===== config.mk =====
export PLATFORM = sky130hd
export DESIGN_NAME = rfo_div
export DESIGN_NICKNAME = d
export VERILOG_FILES = /design/src/rfo_pkg.sv /design/src/rfo_div.sv
export SDC_FILE = /design/constraint.sdc
export NUM_CORES = 1
export LEC_CHECK = 0
export BUFFER_PORTS_ARGS = -buffer_cell sky130_fd_sc_hd__buf_4
export CORE_MARGIN = 2
export CORE_UTILIZATION = 53
export DETAILED_ROUTE_END_ITERATION = 8
export PLACE_DENSITY = 0.76
export SETUP_SLACK_MARGIN = 0.02
export SLEW_MARGIN = 20
export SYNTH_ARGS = -nofsm -noshare
export SYNTH_HDL_FRONTEND = slang
export SYNTH_SLANG_ARGS = --single-unit

===== constraint.sdc =====
create_clock -name clk_i -period 15.7 [get_ports clk_i]
set_input_delay 0.785 -clock clk_i [delete_from_list [all_inputs] [get_ports clk_i]]
set_output_delay 0.785 -clock clk_i [all_outputs]
set_load 0.05 [all_outputs]

===== src/rfo_pkg.sv =====
// ----------------------------------------------------------------------------
// Rotor flux observer package
// Shared types, codes and constants of the RK4 rotor flux observer.
// ----------------------------------------------------------------------------
package rfo_pkg;

  localparam int unsigned DATA_WIDTH_DEF = 32;
  localparam int unsigned CFG_IDX_W      = 2;
  localparam int unsigned CFG_DATA_W     = 32;

  // Multiplier B operand is consumed in digits, one digit per cycle.
  localparam int unsigned MUL_DIG_W  = 10;
  localparam int unsigned MUL_DIGITS = 4;
  localparam int unsigned MUL_BW     = MUL_DIG_W * MUL_DIGITS;
  localparam int unsigned MUL_CNT_W  = $clog2(MUL_DIGITS);

  localparam logic [31:0] INV_SQRT3_Q32 = 32'd2479700525;
  localparam logic [31:0] STEP_RESET    = 32'd429497;
  localparam logic [4:0]  POLES_RESET   = 5'd1;

  typedef enum logic [CFG_IDX_W-1:0] {
    REG_STEP_SIZE  = 2'd0,
    REG_DECAY_COEF = 2'd1,
    REG_GAIN_COEF  = 2'd2,
    REG_POLE_PAIRS = 2'd3
  } cfg_idx_e;

  typedef enum logic [1:0] {
    SH16 = 2'd0,
    SH32 = 2'd1,
    SH33 = 2'd2
  } shift_e;

  typedef enum logic {
    DIV3 = 1'b0,
    DIV6 = 1'b1
  } div_e;

  typedef enum logic [1:0] {
    ST_IDLE  = 2'd0,
    ST_ISSUE = 2'd1,
    ST_WAIT  = 2'd2,
    ST_FIN   = 2'd3
  } seq_state_e;

  typedef enum logic [3:0] {
    UOP_IALPHA   = 4'd0,
    UOP_IBETA    = 4'd1,
    UOP_GIA      = 4'd2,
    UOP_GIB      = 4'd3,
    UOP_SLA1     = 4'd4,
    UOP_SLA2     = 4'd5,
    UOP_SLB1     = 4'd6,
    UOP_SLB2     = 4'd7,
    UOP_HALFA    = 4'd8,
    UOP_HALFB    = 4'd9,
    UOP_FINA_MUL = 4'd10,
    UOP_FINA_DIV = 4'd11,
    UOP_FINB_MUL = 4'd12,
    UOP_FINB_DIV = 4'd13
  } uop_e;

  typedef struct packed {
    logic   start;
    shift_e shift;
  } mul_ctl_t;

  typedef struct packed {
    logic start;
    div_e sel;
  } div_ctl_t;

  typedef struct packed {
    logic signed [31:0] phase_current_a;
    logic signed [31:0] phase_current_b;
    logic signed [31:0] phase_current_c;
    logic signed [31:0] mech_speed;
  } in_word_t;

  typedef struct packed {
    logic signed [31:0] flux_alpha;
    logic signed [31:0] flux_beta;
  } out_word_t;

endpackage


===== src/rfo_div.sv =====
// ----------------------------------------------------------------------------
// Rotor flux observer constant divider
// Division of an unsigned value by three or six through a multiply by the
// reciprocal of three, one 16-bit reciprocal digit per cycle.
// ----------------------------------------------------------------------------
module rfo_div import rfo_pkg::*; #(
  parameter int unsigned XW = 35
) (
  input  logic          clk_i,
  input  logic          rst_ni,
  input  div_ctl_t      ctl_i,
  input  logic [XW-1:0] x_i,
  output logic          done_o,
  output logic [XW-1:0] q_o
);

  localparam int unsigned DIG_W = 16;
  localparam int unsigned RB    = XW + 1;
  localparam int unsigned ND    = (RB + DIG_W - 1) / DIG_W;
  localparam int unsigned RBP   = ND * DIG_W;
  localparam int unsigned PW    = XW + RBP;
  localparam int unsigned CW    = $clog2(ND);
  // The reciprocal of three is rounded up and scaled by 2^(XW+2), which makes
  // the truncated product equal to the floor of x/3 for every XW-bit input.
  localparam logic [XW+2:0]  SCALE  = {1'b1, {(XW+2){1'b0}}};
  localparam logic [RBP-1:0] RECIP3 = RBP'(SCALE / (XW+3)'(3) + (XW+3)'(1));

  logic [XW-1:0]       x_q, q_q, q3, q_d;
  logic [PW-1:0]       acc_q, acc_d;
  logic [XW+DIG_W-1:0] pp;
  logic [CW-1:0]       cnt_q;
  logic                busy_q, fin_q, done_q, half_q;

  assign pp    = x_q * RECIP3[cnt_q*DIG_W +: DIG_W];
  assign acc_d = acc_q + (PW'(pp) << (cnt_q * DIG_W));
  assign q3    = XW'(acc_q >> (XW + 2));
  // A divide by six halves the quotient by three.
  assign q_d   = half_q ? (q3 >> 1) : q3;

  always_ff @(posedge clk_i or negedge rst_ni) begin
    if (!rst_ni) begin
      busy_q <= 1'b0;
      fin_q  <= 1'b0;
      done_q <= 1'b0;
      cnt_q  <= '0;
      acc_q  <= '0;
      x_q    <= '0;
      half_q <= 1'b0;
      q_q    <= '0;
    end else begin
      done_q <= fin_q;
      fin_q  <= 1'b0;
      if (ctl_i.start) begin
        x_q    <= x_i;
        half_q <= (ctl_i.sel == DIV6);
        acc_q  <= '0;
        cnt_q  <= '0;
        busy_q <= 1'b1;
      end else if (busy_q) begin
        acc_q <= acc_d;
        cnt_q <= cnt_q + 1'b1;
        if (cnt_q == CW'(ND - 1)) begin
          busy_q <= 1'b0;
          fin_q  <= 1'b1;
        end
      end
      if (fin_q) begin
        q_q <= q_d;
      end
    end
  end

  assign done_o = done_q;
  assign q_o    = q_q;

endmodule


Word level (Yosys, flattened, before mapping)
Index checks and enable logic that the tools add are counted.
Storage, ports and cells
  register bits after elaboration: 159
  bits of input ports: 39
  logic and storage cells: 26
Operators by class
  add/subtract/negate cells: 2
  multipliers: 1
  equality and inequality tests: 1
  shifts and indexed selects: 2
  mux-type cells: 11
  reductions and logical operators: 1
Operators by type and width (number)
  $mux W83: 2
  $add A83 B83 Y83: 1
  $shl A51 B6 Y83: 1
  $mul A35 B16 Y51: 1
  $shiftx A48 B7 Y16 const A: 1
  $mux W35: 1
  $mux W1: 6
  $mux W2: 2
  $add A2 B1 Y2 const B: 1
  $eq A2 B2 Y1 const B: 1
  $reduce_bool A2 Y1: 1

Longest topological paths before layout
  depth after elaboration: 6
  mapped depth: 41
  mapped depth without buffers: 37

Least setup slack after synthesis
Ideal clock, no wire load.
  path kind: register to register
  start: register cnt_q[1]
  end: register acc_q[64]
  setup time: 0.126 ns
  arrival: 8.732 ns
  slack: 6.842 ns
  cell stages (with the launch flop): 37
  path buffers: 5
  cell sequence: dfrtp_1 > clkbuf_1 > buf_1 > clkbuf_1 > buf_1 > nor2_1 > ha_1 > xnor2_1 > fa_1 > inv_1 > fa_1 > fa_1 > inv_1 > fa_1 > inv_1 > ha_1 > a21o_1 > a21oi_1 > nor2b_1 > a311oi_1 > o22ai_2 > o21a_1 > a21oi_1 > o211ai_1 > xor2_1 > mux4_2 > ha_1 > nand4_1 > nor3_1 > and3_1 > o211ai_1 > and3_1 > buf_6 > o31a_1 > o21ai_1 > nor4_1 > a311o_1
Between the ends
  cells in the longest elaborated chain, start to end: 6
RTL lines
  start, declared: line rfo_div.sv:31  | logic [CW-1:0] cnt_q;
  start signal, assigned: line rfo_div.sv:61  | cnt_q <= cnt_q + 1'b1;
  $shiftx A48 B7 Y16: line rfo_div.sv:34  | assign pp = x_q * RECIP3[cnt_q*DIG_W +: DIG_W];
  $mul A35 B16 Y51: line rfo_div.sv:34
  $shl A51 B6 Y83 *: line rfo_div.sv:35  | assign acc_d = acc_q + (PW'(pp) << (cnt_q * DIG_W));
  $add A83 B83 Y83 *: line rfo_div.sv:35
  $mux W83 *: line rfo_div.sv:59  | end else if (busy_q) begin
  $mux W83 *: line rfo_div.sv:53  | if (ctl_i.start) begin
  end signal, assigned: line rfo_div.sv:46  | acc_q <= '0;
  end signal, assigned: line rfo_div.sv:56  | acc_q <= '0;
  end signal, assigned: line rfo_div.sv:60  | acc_q <= acc_d;
  end, declared: line rfo_div.sv:29  | logic [PW-1:0] acc_q, acc_d;
Every way passes the cells marked *; elsewhere a longest branch is shown, timed or not. The select of a mux whose other input is x is not followed.
A chain may end at the register's enable or synchronous reset.

Final worst setup path
  start: register cnt_q[1]
  end: register acc_q[69]
The elaborated chain is that of the path after synthesis.

==> out/qor.txt <==
Status -> finished clean
Syn nets -> 3,155
Cell mode on critical path -> inv_1
Clock skew -> 27.1 ps
Launching point of the worst reg2reg path -> cnt_q[1]$_DFFE_PN0P_
CTS Hold Bufs -> 0
CP max stage delay -> 660 ps
GPL Wtd Cong -> 0.997
Root buffer cell -> clkbuf_16
Placeable core region -> 42,000 um^2
Clk pin slew, worst setup/hold paths -> 90 ps
Hpwl dp -> 51.5 mm
TritonCTS Buffers -> 17
WL final -> 63.5 mm
Cells on worst reg2reg path -> 35
DR DRC count -> 0
Yosys reg bits -> 148
Detailed Routing Iterations Pass 1 -> 6
Post-CTS setup buffers -> 0
CTS tree -> done
Iteration-0 DRC Markers -> 1,757
Largest net degree at the start of global routing -> 87
R2R Path End -> acc_q[69]$_DFFE_PN0P_
Ports -> 75
Clk sinks -> 148
Rel. slew slack -> 0.217
Detailed-route via count -> 18,800
Die Ht -> 211 um
Max Cap Viol -> 0
First-pass GRT wire length -> 102 mm
Flop-to-flop setup slack -> 5120 ps
Chip Width -> 211 um
Worst Setup EP -> acc_q[69]$_DFFE_PN0P_
Slew @ Worst Pin -> 1160 ps
Via/cell ratio -> 5.95
Latest clock arrival within the worst-skew pair -> 480 ps
Critical Path RT -> 16,110 ps
Post-Syn Instances -> 2,605
Yosys Warn Count -> 0
Routed len/inst -> 20.1 um
Routed Antenna Nets -> 0
Crit path from -> cnt_q[1]$_DFFE_PN0P_
Part of the Yosys area used for sequential elements -> 0.164
Max Buffers Root-to-Sink -> 2
Fin crit share -> 0.674
Die area -> 44,400 um^2
Nets -> 3,152
Synth Cell Area -> 22,600 um^2
Syn_area_per_cell -> 8.69 um^2
Hold Crit Class -> input port to async pin
Setup violators final -> 0
Maximum fanout along the worst path -> 44
Overall global routing resource usage -> 0.295
Grt total ovfl -> 0
P&R area growth vs syn -> 6.83%
Starting Density -> 0.538
Layout Cells excl Fill -> 3,156
CP Class -> register to register
Final Hold Fails -> 0
Async S/R FF share, synth -> 1.00
CP arrival -> 10,990 ps
Layout cell share with drive strength beyond 1 -> 0.0711
Final min period -> 10,580 ps
Top FF cell, synth -> dfrtp_1
Inst Count DP -> 3,122
Final Max Tran Viols -> 0
CTS resizes -> 0
Number of distinct library cells after synthesis -> 84
Initial antenna violation count -> 3
Slowest CP cell -> dfrtp_2
Vias in the first global route -> 18,700
Rows -> 75
Setup TNS -> 0 ps
RSZ-0062 raised after global routing -> false
H-tree levels -> 4
Critical path launch point type -> register
Critical path endpoint category -> register
Count of buffers from port buffering -> 74
Fmax -> 94.6 MHz
Number of flops mapped to enable cells by yosys -> 0
routing by layer:
| metal | up-vias | GRT usage | share of wire |
|---|---|---|---|
| li1 | 8804 | - | - |
| met1 | 9182 | 0.414 | 0.45 |
| met5 | - | 0 | 0.00020 |
| met3 | 113 | 0.0671 | 0.076 |
| met4 | 2 | 0.0920 | 0.029 |
| met2 | 683 | 0.455 | 0.44 |
per-stage QoR:
stage,instance area (um^2),utilization,hold slack [ps],setup slack [ps]
after floorplan,22600,-,352,6840
after global placement,23500,0.560,489,5360
after detailed placement,23500,0.560,505,5320
after CTS,24200,0.575,421,5270
after global routing,24200,0.575,472,4520
final,24200,0.575,397,5120
synth_stat cells (25+ instances only):
master,number,area [um^2]
a21o_1,65,488
xnor2_1,75,657
xor2_1,46,403
a21oi_1,204,1020
ha_1,304,3800
mux2i_1,82,821
nor2_1,187,702
nor3_1,25,125
o21ai_0,87,435
mux2_2,42,473
nand4_1,37,231
dfrtp_1,148,3700
and2_1,51,319
nor2b_1,61,382
clkbuf_1,82,308
fa_1,207,4140
nand3_1,27,135
inv_1,394,1480
o21bai_1,27,203
nand2_1,175,657
cell usage in the layout (no fill, tap or decap), types with 17 or more instances in the layout:
master	count
and3_1	21
ha_1	304
fa_1	207
dfrtp_1	144
xor2_1	46
mux2_2	42
and2_1	51
a21o_1	65
mux2i_1	82
a21oi_1	204
nand3_1	27
o21bai_1	27
inv_1	394
clkbuf_16	17
o21ai_0	87
nor3_1	25
nor2_1	187
nand2_1	175
nand4_1	37
buf_4	84
nor2b_1	61
xnor2_1	75
area by class of cell:
| class | instances | area [um^2] |
|---|---|---|
| multi-input combinational | 1955 | 17000 |
| tap | 539 | 674 |
| clock inverter | 12 | 166 |
| sequential | 148 | 3710 |
| antenna | 2 | 5.00 |
| timing repair buffer | 85 | 642 |
| clock buffer | 20 | 467 |
| inverter | 395 | 1480 |
| fill | 3737 | 17900 |
cells by family after synthesis:
kind of cell / after synthesis / synth area share
AND/OR/NAND/NOR: 637 / 0.135
AO/OA/AOI/OAI: 561 / 0.161
adder cells (fa/ha/maj): 511 / 0.351
buffers and inverters: 502 / 0.0839
flip-flops: 148 / 0.164
multiplexers: 125 / 0.0582
XOR/XNOR: 121 / 0.0468
worst min path at each step:
stage                                        to  slack (ps)  depth (start not counted)
final                     acc_q[55]$_DFFE_PN0P_         400                          1
after global routing      acc_q[55]$_DFFE_PN0P_         470                          1
after CTS                 acc_q[55]$_DFFE_PN0P_         420                          1
after detailed placement  acc_q[26]$_DFFE_PN0P_         510                          2
after global placement    acc_q[26]$_DFFE_PN0P_         490                          2
after floorplan                done_o$_DFF_PN0_         350                          0
registers in the layout, summed over array words and instances, names as in the netlist:
register and cells:
cnt_q 2, acc_q 72, half_q 1, fin_q 1
q_o 35, x_q 35, busy_q 1, done_o 1
worst max-delay path, delay by kind of cell (launching register included):
kind	cells	cell delay (ps)
adder cells (fa/ha/maj)	8	3400
AO/OA/AOI/OAI	11	3010
AND/OR/NAND/NOR	9	2150
buffers and inverters	7	1280
flip-flops	1	660
Power is left out: the tool's default activity adds up to more than one toggle a clock period on the data nets, which glitch-free logic cannot reach.
