**config.mk**
```make
export PLATFORM = sky130hd
export DESIGN_NAME = rfo_mul
export DESIGN_NICKNAME = d
export VERILOG_FILES = /design/src/rfo_pkg.sv /design/src/rfo_mul.sv
export SDC_FILE = /design/constraint.sdc
export NUM_CORES = 2
export LEC_CHECK = 0
export BUFFER_PORTS_ARGS = -buffer_cell sky130_fd_sc_hd__buf_2
export CAP_MARGIN = 20
export CELL_PAD_IN_SITES_DETAIL_PLACEMENT = 1
export CELL_PAD_IN_SITES_GLOBAL_PLACEMENT = 1
export CORE_UTILIZATION = 24
export DETAILED_ROUTE_END_ITERATION = 10
export HOLD_SLACK_MARGIN = 0.12
export PLACE_DENSITY_LB_ADDON = 0.15
export REMOVE_ABC_BUFFERS = 1
export SYNTH_ARGS = -nofsm -noshare
export SYNTH_HDL_FRONTEND = slang
export SYNTH_SLANG_ARGS = --single-unit
```
**constraint.sdc**
```tcl
create_clock -name clk_i -period 23.3 [get_ports clk_i]
set_input_delay 5.825 -clock clk_i [delete_from_list [all_inputs] [get_ports clk_i]]
set_output_delay 5.825 -clock clk_i [all_outputs]
set_load 0.05 [all_outputs]
```
**src/rfo_pkg.sv**
```systemverilog
// ----------------------------------------------------------------------------
// Rotor flux observer package
// Shared types, codes and constants of the RK4 rotor flux observer.
// ----------------------------------------------------------------------------
package rfo_pkg;

  localparam int unsigned DATA_WIDTH_DEF = 32;
  localparam int unsigned CFG_IDX_W      = 2;
  localparam int unsigned CFG_DATA_W     = 32;

  // Multiplier B operand is consumed in digits, one digit per cycle.
  localparam int unsigned MUL_DIG_W  = 10;
  localparam int unsigned MUL_DIGITS = 4;
  localparam int unsigned MUL_BW     = MUL_DIG_W * MUL_DIGITS;
  localparam int unsigned MUL_CNT_W  = $clog2(MUL_DIGITS);

  localparam logic [31:0] INV_SQRT3_Q32 = 32'd2479700525;
  localparam logic [31:0] STEP_RESET    = 32'd429497;
  localparam logic [4:0]  POLES_RESET   = 5'd1;

  typedef enum logic [CFG_IDX_W-1:0] {
    REG_STEP_SIZE  = 2'd0,
    REG_DECAY_COEF = 2'd1,
    REG_GAIN_COEF  = 2'd2,
    REG_POLE_PAIRS = 2'd3
  } cfg_idx_e;

  typedef enum logic [1:0] {
    SH16 = 2'd0,
    SH32 = 2'd1,
    SH33 = 2'd2
  } shift_e;

  typedef enum logic {
    DIV3 = 1'b0,
    DIV6 = 1'b1
  } div_e;

  typedef enum logic [1:0] {
    ST_IDLE  = 2'd0,
    ST_ISSUE = 2'd1,
    ST_WAIT  = 2'd2,
    ST_FIN   = 2'd3
  } seq_state_e;

  typedef enum logic [3:0] {
    UOP_IALPHA   = 4'd0,
    UOP_IBETA    = 4'd1,
    UOP_GIA      = 4'd2,
    UOP_GIB      = 4'd3,
    UOP_SLA1     = 4'd4,
    UOP_SLA2     = 4'd5,
    UOP_SLB1     = 4'd6,
    UOP_SLB2     = 4'd7,
    UOP_HALFA    = 4'd8,
    UOP_HALFB    = 4'd9,
    UOP_FINA_MUL = 4'd10,
    UOP_FINA_DIV = 4'd11,
    UOP_FINB_MUL = 4'd12,
    UOP_FINB_DIV = 4'd13
  } uop_e;

  typedef struct packed {
    logic   start;
    shift_e shift;
  } mul_ctl_t;

  typedef struct packed {
    logic start;
    div_e sel;
  } div_ctl_t;

  typedef struct packed {
    logic signed [31:0] phase_current_a;
    logic signed [31:0] phase_current_b;
    logic signed [31:0] phase_current_c;
    logic signed [31:0] mech_speed;
  } in_word_t;

  typedef struct packed {
    logic signed [31:0] flux_alpha;
    logic signed [31:0] flux_beta;
  } out_word_t;

endpackage

```
**src/rfo_mul.sv**
```systemverilog
// ----------------------------------------------------------------------------
// Rotor flux observer multiplier
// Sign-magnitude multiplier, one B digit per cycle, with a rounding shift
// (half away from zero) and a magnitude clamp.
// ----------------------------------------------------------------------------
module rfo_mul import rfo_pkg::*; #(
  parameter int unsigned AW = 35,
  parameter int unsigned RW = 36
) (
  input  logic                     clk_i,
  input  logic                     rst_ni,
  input  mul_ctl_t                 ctl_i,
  input  logic signed [AW-1:0]     a_i,
  input  logic signed [MUL_BW-1:0] b_i,
  output logic                     done_o,
  output logic signed [RW-1:0]     r_o
);

  localparam int unsigned PW = AW + MUL_BW;
  localparam int unsigned MW = PW + 1;
  localparam logic [MW-1:0] LIMIT = MW'(1) << (RW - 2);

  logic [AW-1:0]         ma_q;
  logic [MUL_BW-1:0]     mb_q;
  logic [PW-1:0]         acc_q, acc_d;
  logic [MUL_CNT_W-1:0]  cnt_q;
  logic                  neg_q, busy_q, fin_q, done_q;
  shift_e                shift_q;
  logic signed [RW-1:0]  r_q, r_d;
  logic [AW+MUL_DIG_W-1:0] pp;
  logic [MW-1:0]         rnd, mag, magc;

  assign pp    = ma_q * mb_q[cnt_q*MUL_DIG_W +: MUL_DIG_W];
  assign acc_d = acc_q + (PW'(pp) << (cnt_q * MUL_DIG_W));

  always_comb begin
    case (shift_q)
      SH16: begin
        rnd = MW'(acc_q) + (MW'(1) << 15);
        mag = rnd >> 16;
      end
      SH32: begin
        rnd = MW'(acc_q) + (MW'(1) << 31);
        mag = rnd >> 32;
      end
      SH33: begin
        rnd = MW'(acc_q) + (MW'(1) << 32);
        mag = rnd >> 33;
      end
      default: begin
        rnd = MW'(acc_q);
        mag = rnd;
      end
    endcase
    magc = (mag > LIMIT) ? LIMIT : mag;
    r_d  = neg_q ? -RW'(magc) : RW'(magc);
  end

  always_ff @(posedge clk_i or negedge rst_ni) begin
    if (!rst_ni) begin
      busy_q  <= 1'b0;
      fin_q   <= 1'b0;
      done_q  <= 1'b0;
      cnt_q   <= '0;
      acc_q   <= '0;
      ma_q    <= '0;
      mb_q    <= '0;
      neg_q   <= 1'b0;
      shift_q <= SH16;
      r_q     <= '0;
    end else begin
      done_q <= fin_q;
      fin_q  <= 1'b0;
      if (ctl_i.start) begin
        ma_q    <= a_i[AW-1] ? AW'(-a_i) : AW'(a_i);
        mb_q    <= b_i[MUL_BW-1] ? MUL_BW'(-b_i) : MUL_BW'(b_i);
        neg_q   <= a_i[AW-1] ^ b_i[MUL_BW-1];
        shift_q <= ctl_i.shift;
        acc_q   <= '0;
        cnt_q   <= '0;
        busy_q  <= 1'b1;
      end else if (busy_q) begin
        acc_q <= acc_d;
        cnt_q <= cnt_q + 1'b1;
        if (cnt_q == MUL_CNT_W'(MUL_DIGITS - 1)) begin
          busy_q <= 1'b0;
          fin_q  <= 1'b1;
        end
      end
      if (fin_q) begin
        r_q <= r_d;
      end
    end
  end

  assign done_o = done_q;
  assign r_o    = r_q;

endmodule

```
# After elaboration in Yosys (flattened, before gate mapping)
# Cells that the tools add are included.
dict set report word_totals {
  regBits 194
  word_cells 44
}
dict set report classes {
  mul 2
  n_addsub 8
  eq_ne 3
  bitwise_logic 1
  shift 2
  mux 15
  n_lt_le_gt_ge 1
  reduce_logical 2
}
# op count
set op_table {}
lappend op_table {{75-bit case mux with 3 select lines} 1}
lappend op_table {{75-bit 2-to-1 mux} 2}
lappend op_table {{75-bit by 16-bit adder with 76-bit output (second input constant)} 1}
lappend op_table {{75-bit by 32-bit adder with 76-bit output (second input constant)} 1}
lappend op_table {{75-bit by 33-bit adder with 76-bit output (second input constant)} 1}
lappend op_table {{75-bit adder} 1}
lappend op_table {{75-bit by 35-bit greater-than comparator with 1-bit output (second input constant)} 1}
lappend op_table {{45-bit by 6-bit << shifter with 75-bit output} 1}
lappend op_table {{36-bit 2-to-1 mux} 2}
lappend op_table {{35-bit by 10-bit multiplier with 45-bit output} 1}
lappend op_table {{40-bit 2-to-1 mux} 1}
lappend op_table {{40-bit negator} 1}
lappend op_table {{40-bit by 7-bit variable part select with 10-bit output} 1}
lappend op_table {{36-bit negator} 1}
lappend op_table {{35-bit 2-to-1 mux} 1}
lappend op_table {{35-bit negator} 1}
lappend op_table {{1-bit 2-to-1 mux} 6}
lappend op_table {{2-bit by 3-bit multiplier with 5-bit output (second input constant)} 1}
lappend op_table {{2-bit == test (second input constant)} 2}
lappend op_table {{2-bit 2-to-1 mux} 2}
lappend op_table {{2-bit by 1-bit adder with 2-bit output (second input constant)} 1}
lappend op_table {{2-bit by 1-bit == test with 1-bit output (second input constant)} 1}
lappend op_table {{2-bit logical NOT} 1}
lappend op_table {{2-bit nonzero test} 1}
lappend op_table {{1-bit XOR} 1}

# Depth between registers and ports, before layout
dict set report depth {
  ltp_word 7
  mapped_depth 43
}

# Least setup slack after synthesis
# Ideal clock, no wire load.
dict set report synth_timing {
  path_kind {register to register}
  startpoint {register cnt_q[0]}
  endpoint {register acc_q[74]}
  setup_time_ns 0.120
  path_stages_with_launch 42
  slack_ns 13.092
  required_ns 23.180
  arrival_ns 10.088
  cell_sequence {dfrtp_1 clkbuf_1 buf_1 mux4_2 clkbuf_1 clkbuf_1 nand2_1 fa_1 inv_1 fa_1 fa_1 fa_1 inv_1 fa_1 inv_1 ha_1 clkbuf_1 o211ai_1 [6 not listed] a21oi_1 o21ai_0 xnor2_1 mux2_2 mux2i_1 ha_1 and3_1 a221o_1 a21oi_1 o211ai_1 a221oi_1 o21ai_0 a41oi_1 o21a_1 o21ai_0 xor2_1 a211oi_1 a31o_2}
}
dict set report synth_between {
  elab_chain_len 7
}
# element line_no
set synth_rtl {}
lappend synth_rtl {{start: declaration} rfo_mul.sv:26} ;# logic [MUL_CNT_W-1:0] cnt_q;
lappend synth_rtl {{start signal: assignment} rfo_mul.sv:84} ;# cnt_q <= cnt_q + 1'b1;
lappend synth_rtl {{2-bit by 3-bit multiplier with 5-bit output (*)} {rfo_mul.sv:33, rfo_mul.sv:34}}
lappend synth_rtl {{40-bit by 7-bit variable part select with 10-bit output} rfo_mul.sv:33} ;# assign pp = ma_q * mb_q[cnt_q*MUL_DIG_W +: MUL_DIG_W];
lappend synth_rtl {{35-bit by 10-bit multiplier with 45-bit output} rfo_mul.sv:33}
lappend synth_rtl {{45-bit by 6-bit << shifter with 75-bit output (*)} rfo_mul.sv:34} ;# assign acc_d = acc_q + (PW'(pp) << (cnt_q * MUL_DIG_W));
lappend synth_rtl {{75-bit adder (*)} rfo_mul.sv:34}
lappend synth_rtl {{75-bit 2-to-1 mux (*)} rfo_mul.sv:82} ;# end else if (busy_q) begin
lappend synth_rtl {{75-bit 2-to-1 mux (*)} rfo_mul.sv:74} ;# if (ctl_i.start) begin
lappend synth_rtl {{end signal: assignment} rfo_mul.sv:65} ;# acc_q <= '0;
lappend synth_rtl {{end signal: assignment} rfo_mul.sv:79} ;# acc_q <= '0;
lappend synth_rtl {{end signal: assignment} rfo_mul.sv:83} ;# acc_q <= acc_d;
lappend synth_rtl {{end: declaration} rfo_mul.sv:25} ;# logic [PW-1:0] acc_q, acc_d;
# Every way passes the cells marked *; elsewhere a longest branch is shown, timed or not. The select of a mux whose other input is x is not followed.
# A chain may end at the register's enable or synchronous reset.

# Final worst setup path
# Same ends and word-level chain as after synthesis.

==> summary.txt <==
Clocking
  • CTS Buffer Depth: 2
  • TritonCTS clock tree: yes
  • Post_cts resized: 0
  • Number of post-CTS setup repair buffers: 0
  • Cts bufs inserted: 17
  • CTS sink cnt: 194
  • Clk root buf: clkbuf_16
  • Clock-pin slew on the worst setup and hold paths: 0.09 ns
  • Htree depth: 4
  • Hold Buf Count CTS: 0
  • Clock Latency Late Sink: 0.54 ns

Drt
  • DRC viols: 0
  • Post-DR vias/cell: 5.09
  • Vias: 27225
  • Initial DRC count: 1594
  • Final WL: 121000 um
  • DRT Pass-1 Iters: 5
  • Routed WL per cell: 22.7 um
  • Post-route ant nets: 0

Critical path
  • Worst-path fanout max: 35
  • Cell mode on critical path: fa_1
  • Critical path class: reg2reg
  • Reg2Reg Setup Slack: 11.36 ns
  • Slowest cell on crit path: mux4_2
  • Worst EP arrival: 12.37 ns
  • Crit-path max cell delay: 0.93 ns
  • Worst r2r dst: acc_q[74]$_DFFE_PN0P_
  • RR Startpoint: cnt_q[0]$_DFFE_PN0P_
  • Critical Path Source Type: flip-flop
  • Crit end category: flip-flop
  • Critical Path RT: 23.73 ns
  • R2r worst-path depth: 35

Die
  • Die X: 357 um
  • Die Ht: 357 um
  • Initial Util: 24.3%
  • Core region area: 124000 um^2
  • I/O Pins: 117
  • DIE AREA: 127000 um^2
  • Site Rows: 129

Finish
  • Commonest non-fill, non-tap cell in the layout: nand2_1
  • Area grow syn2layout: 9.06%
  • Nets: 4202
  • Commonest non-fill, non-tap cells in the layout: nand2_1, nor2_1, inv_1, fa_1, a21oi_1
  • Share of layout cells above drive strength 1: 7.55%

Logic synthesis
  • Synth Register Bits: 194
  • Sequential share of the synthesized area: 16.1%
  • Post-synth EDFFs: 0
  • Post-Syn Instances: 3751
  • Synthesized area per cell: 8.06 um^2
  • Ys flop type: dfrtp_1
  • Cell area after synthesis: 30200 um^2
  • Synth cell types: 88
  • Async SR Flop Fraction: 100%
  • YS warnings: 0

GRT
  • Overall routing resource usage: 19.1%
  • Pin count of the biggest net entering global routing: 94
  • Antenna violations before repair: 1
  • Grt ovf: 0
  • Vias in the first global route: 28809
  • First-pass GRT wire length: 186000 um

Placement
  • IO Port Bufs: 116
  • DP HPWL: 95600 um
  • Gpl congestion: 0.876

STA
  • Hold Fails Final Rpt: 0
  • Post-route minimum period: 11.94 ns
  • RSZ-0062 raised after global routing: false
  • Rel. slew slack: 19.1%
  • Clk_skew: 0.0198 ns
  • Fmax: 83.7 MHz
  • Slew Limit Fails: 0
  • Worst-Margin Slew: 1.20 ns
  • Setup TNS: 0 ns
  • Tcrit/Tclk final: 51.3%
  • Final setup fails: 0

Worst hold path
  • Endpoint, Worst Hold: r_o[1]$_DFFE_PN0P_
  • Hold Crit Depth: 1
  • Hold_sp: r_o[1]$_DFFE_PN0P_
  • Hold Path Class: reg2reg

Flow run
  • Max Cap Viol: 0

Status
  • Status: complete, no violations
critical path, delay by kind of cell, from the launching register on:
kind / cells / cell delay [ns]
simple gates: 2 / 0.46
compound gates: 21 / 5.38
mux: 1 / 0.93
xor+xnor: 2 / 0.67
flops: 1 / 0.84
buf+inv: 2 / 0.10
fa+ha+maj: 7 / 3.40
metal layers:
layer	routed length [um]	vias to the layer above	track usage, %
met1	59000	13904	26.8
li1	-	12813	-
met4	1980	0	4.17
met3	3540	79	1.91
met5	0	-	0
met2	56900	429	31.7
cell families after synthesis:
kind of cell	count (synthesis)	share of synthesized area [%]
simple gates	1380	22.8
fa+ha+maj	428	24.2
flops	194	16.1
compound gates	796	17.1
mux	110	4.46
xor+xnor	285	8.25
buf+inv	558	7.07
layout make-up:
class | count | area (um^2)
clock inverters | 12 | 161
fillers | 14881 | 91300
inverters | 311 | 1170
well taps | 1637 | 2050
multi-input cells | 2999 | 23300
diodes | 1 | 2.50
repair buffers | 171 | 1010
flip-flops and latches | 194 | 4860
clock buffers | 20 | 457
state kept, by name (all words and copies together), names as in the netlist:
signal	count
acc_q	75
busy_q	1
cnt_q	2
done_o	1
fin_q	1
ma_q	35
mb_q	40
neg_q	1
r_o	36
shift_q	2
worst max-delay path by stage:
stage / from / to / slack, ns
after floorplan: cnt_q[0]$_DFFE_PN0P_ / acc_q[74]$_DFFE_PN0P_ / 12.42
after global placement: cnt_q[0]$_DFFE_PN0P_ / acc_q[74]$_DFFE_PN0P_ / 11.23
after detailed placement: cnt_q[0]$_DFFE_PN0P_ / acc_q[74]$_DFFE_PN0P_ / 11.31
after CTS: cnt_q[0]$_DFFE_PN0P_ / acc_q[74]$_DFFE_PN0P_ / 11.25
after global routing: cnt_q[0]$_DFFE_PN0P_ / acc_q[74]$_DFFE_PN0P_ / 10.53
final: cnt_q[0]$_DFFE_PN0P_ / acc_q[74]$_DFFE_PN0P_ / 11.36
Yosys cell counts, types with 31 or more instances:
library cell / instances / area [um^2]
nor3_1: 52 / 260
xnor2_1: 148 / 1300
nor4_1: 49 / 307
or3_1: 37 / 231
mux2i_1: 76 / 761
clkbuf_1: 200 / 751
and3_1: 41 / 257
ha_1: 165 / 2060
o21ai_0: 148 / 741
o22ai_1: 31 / 194
o31ai_1: 40 / 300
nand3_1: 73 / 365
fa_1: 263 / 5270
dfrtp_1: 194 / 4850
nor2_1: 317 / 1190
and2_1: 205 / 1280
nand4_1: 69 / 432
xor2_1: 137 / 1200
inv_1: 307 / 1150
nand2_1: 392 / 1470
a21oi_1: 221 / 1110
a31oi_1: 44 / 275
a21o_1: 81 / 608
per-stage QoR:
step	instances	hold slack, ns	setup WS [ns]	utilization (%)	cell area [um^2]
after floorplan	3504	0.476	12.42	-	29300
after global placement	5312	0.459	11.23	26.0	32400
after detailed placement	5312	0.476	11.31	26.0	32400
after CTS	5344	0.495	11.25	26.5	33000
final	5345	0.487	11.36	26.5	33000
after global routing	5344	0.511	10.53	26.5	33000
Power is not shown: default switching activity piles up to over one toggle a cycle in this logic, so the estimate is an artifact.
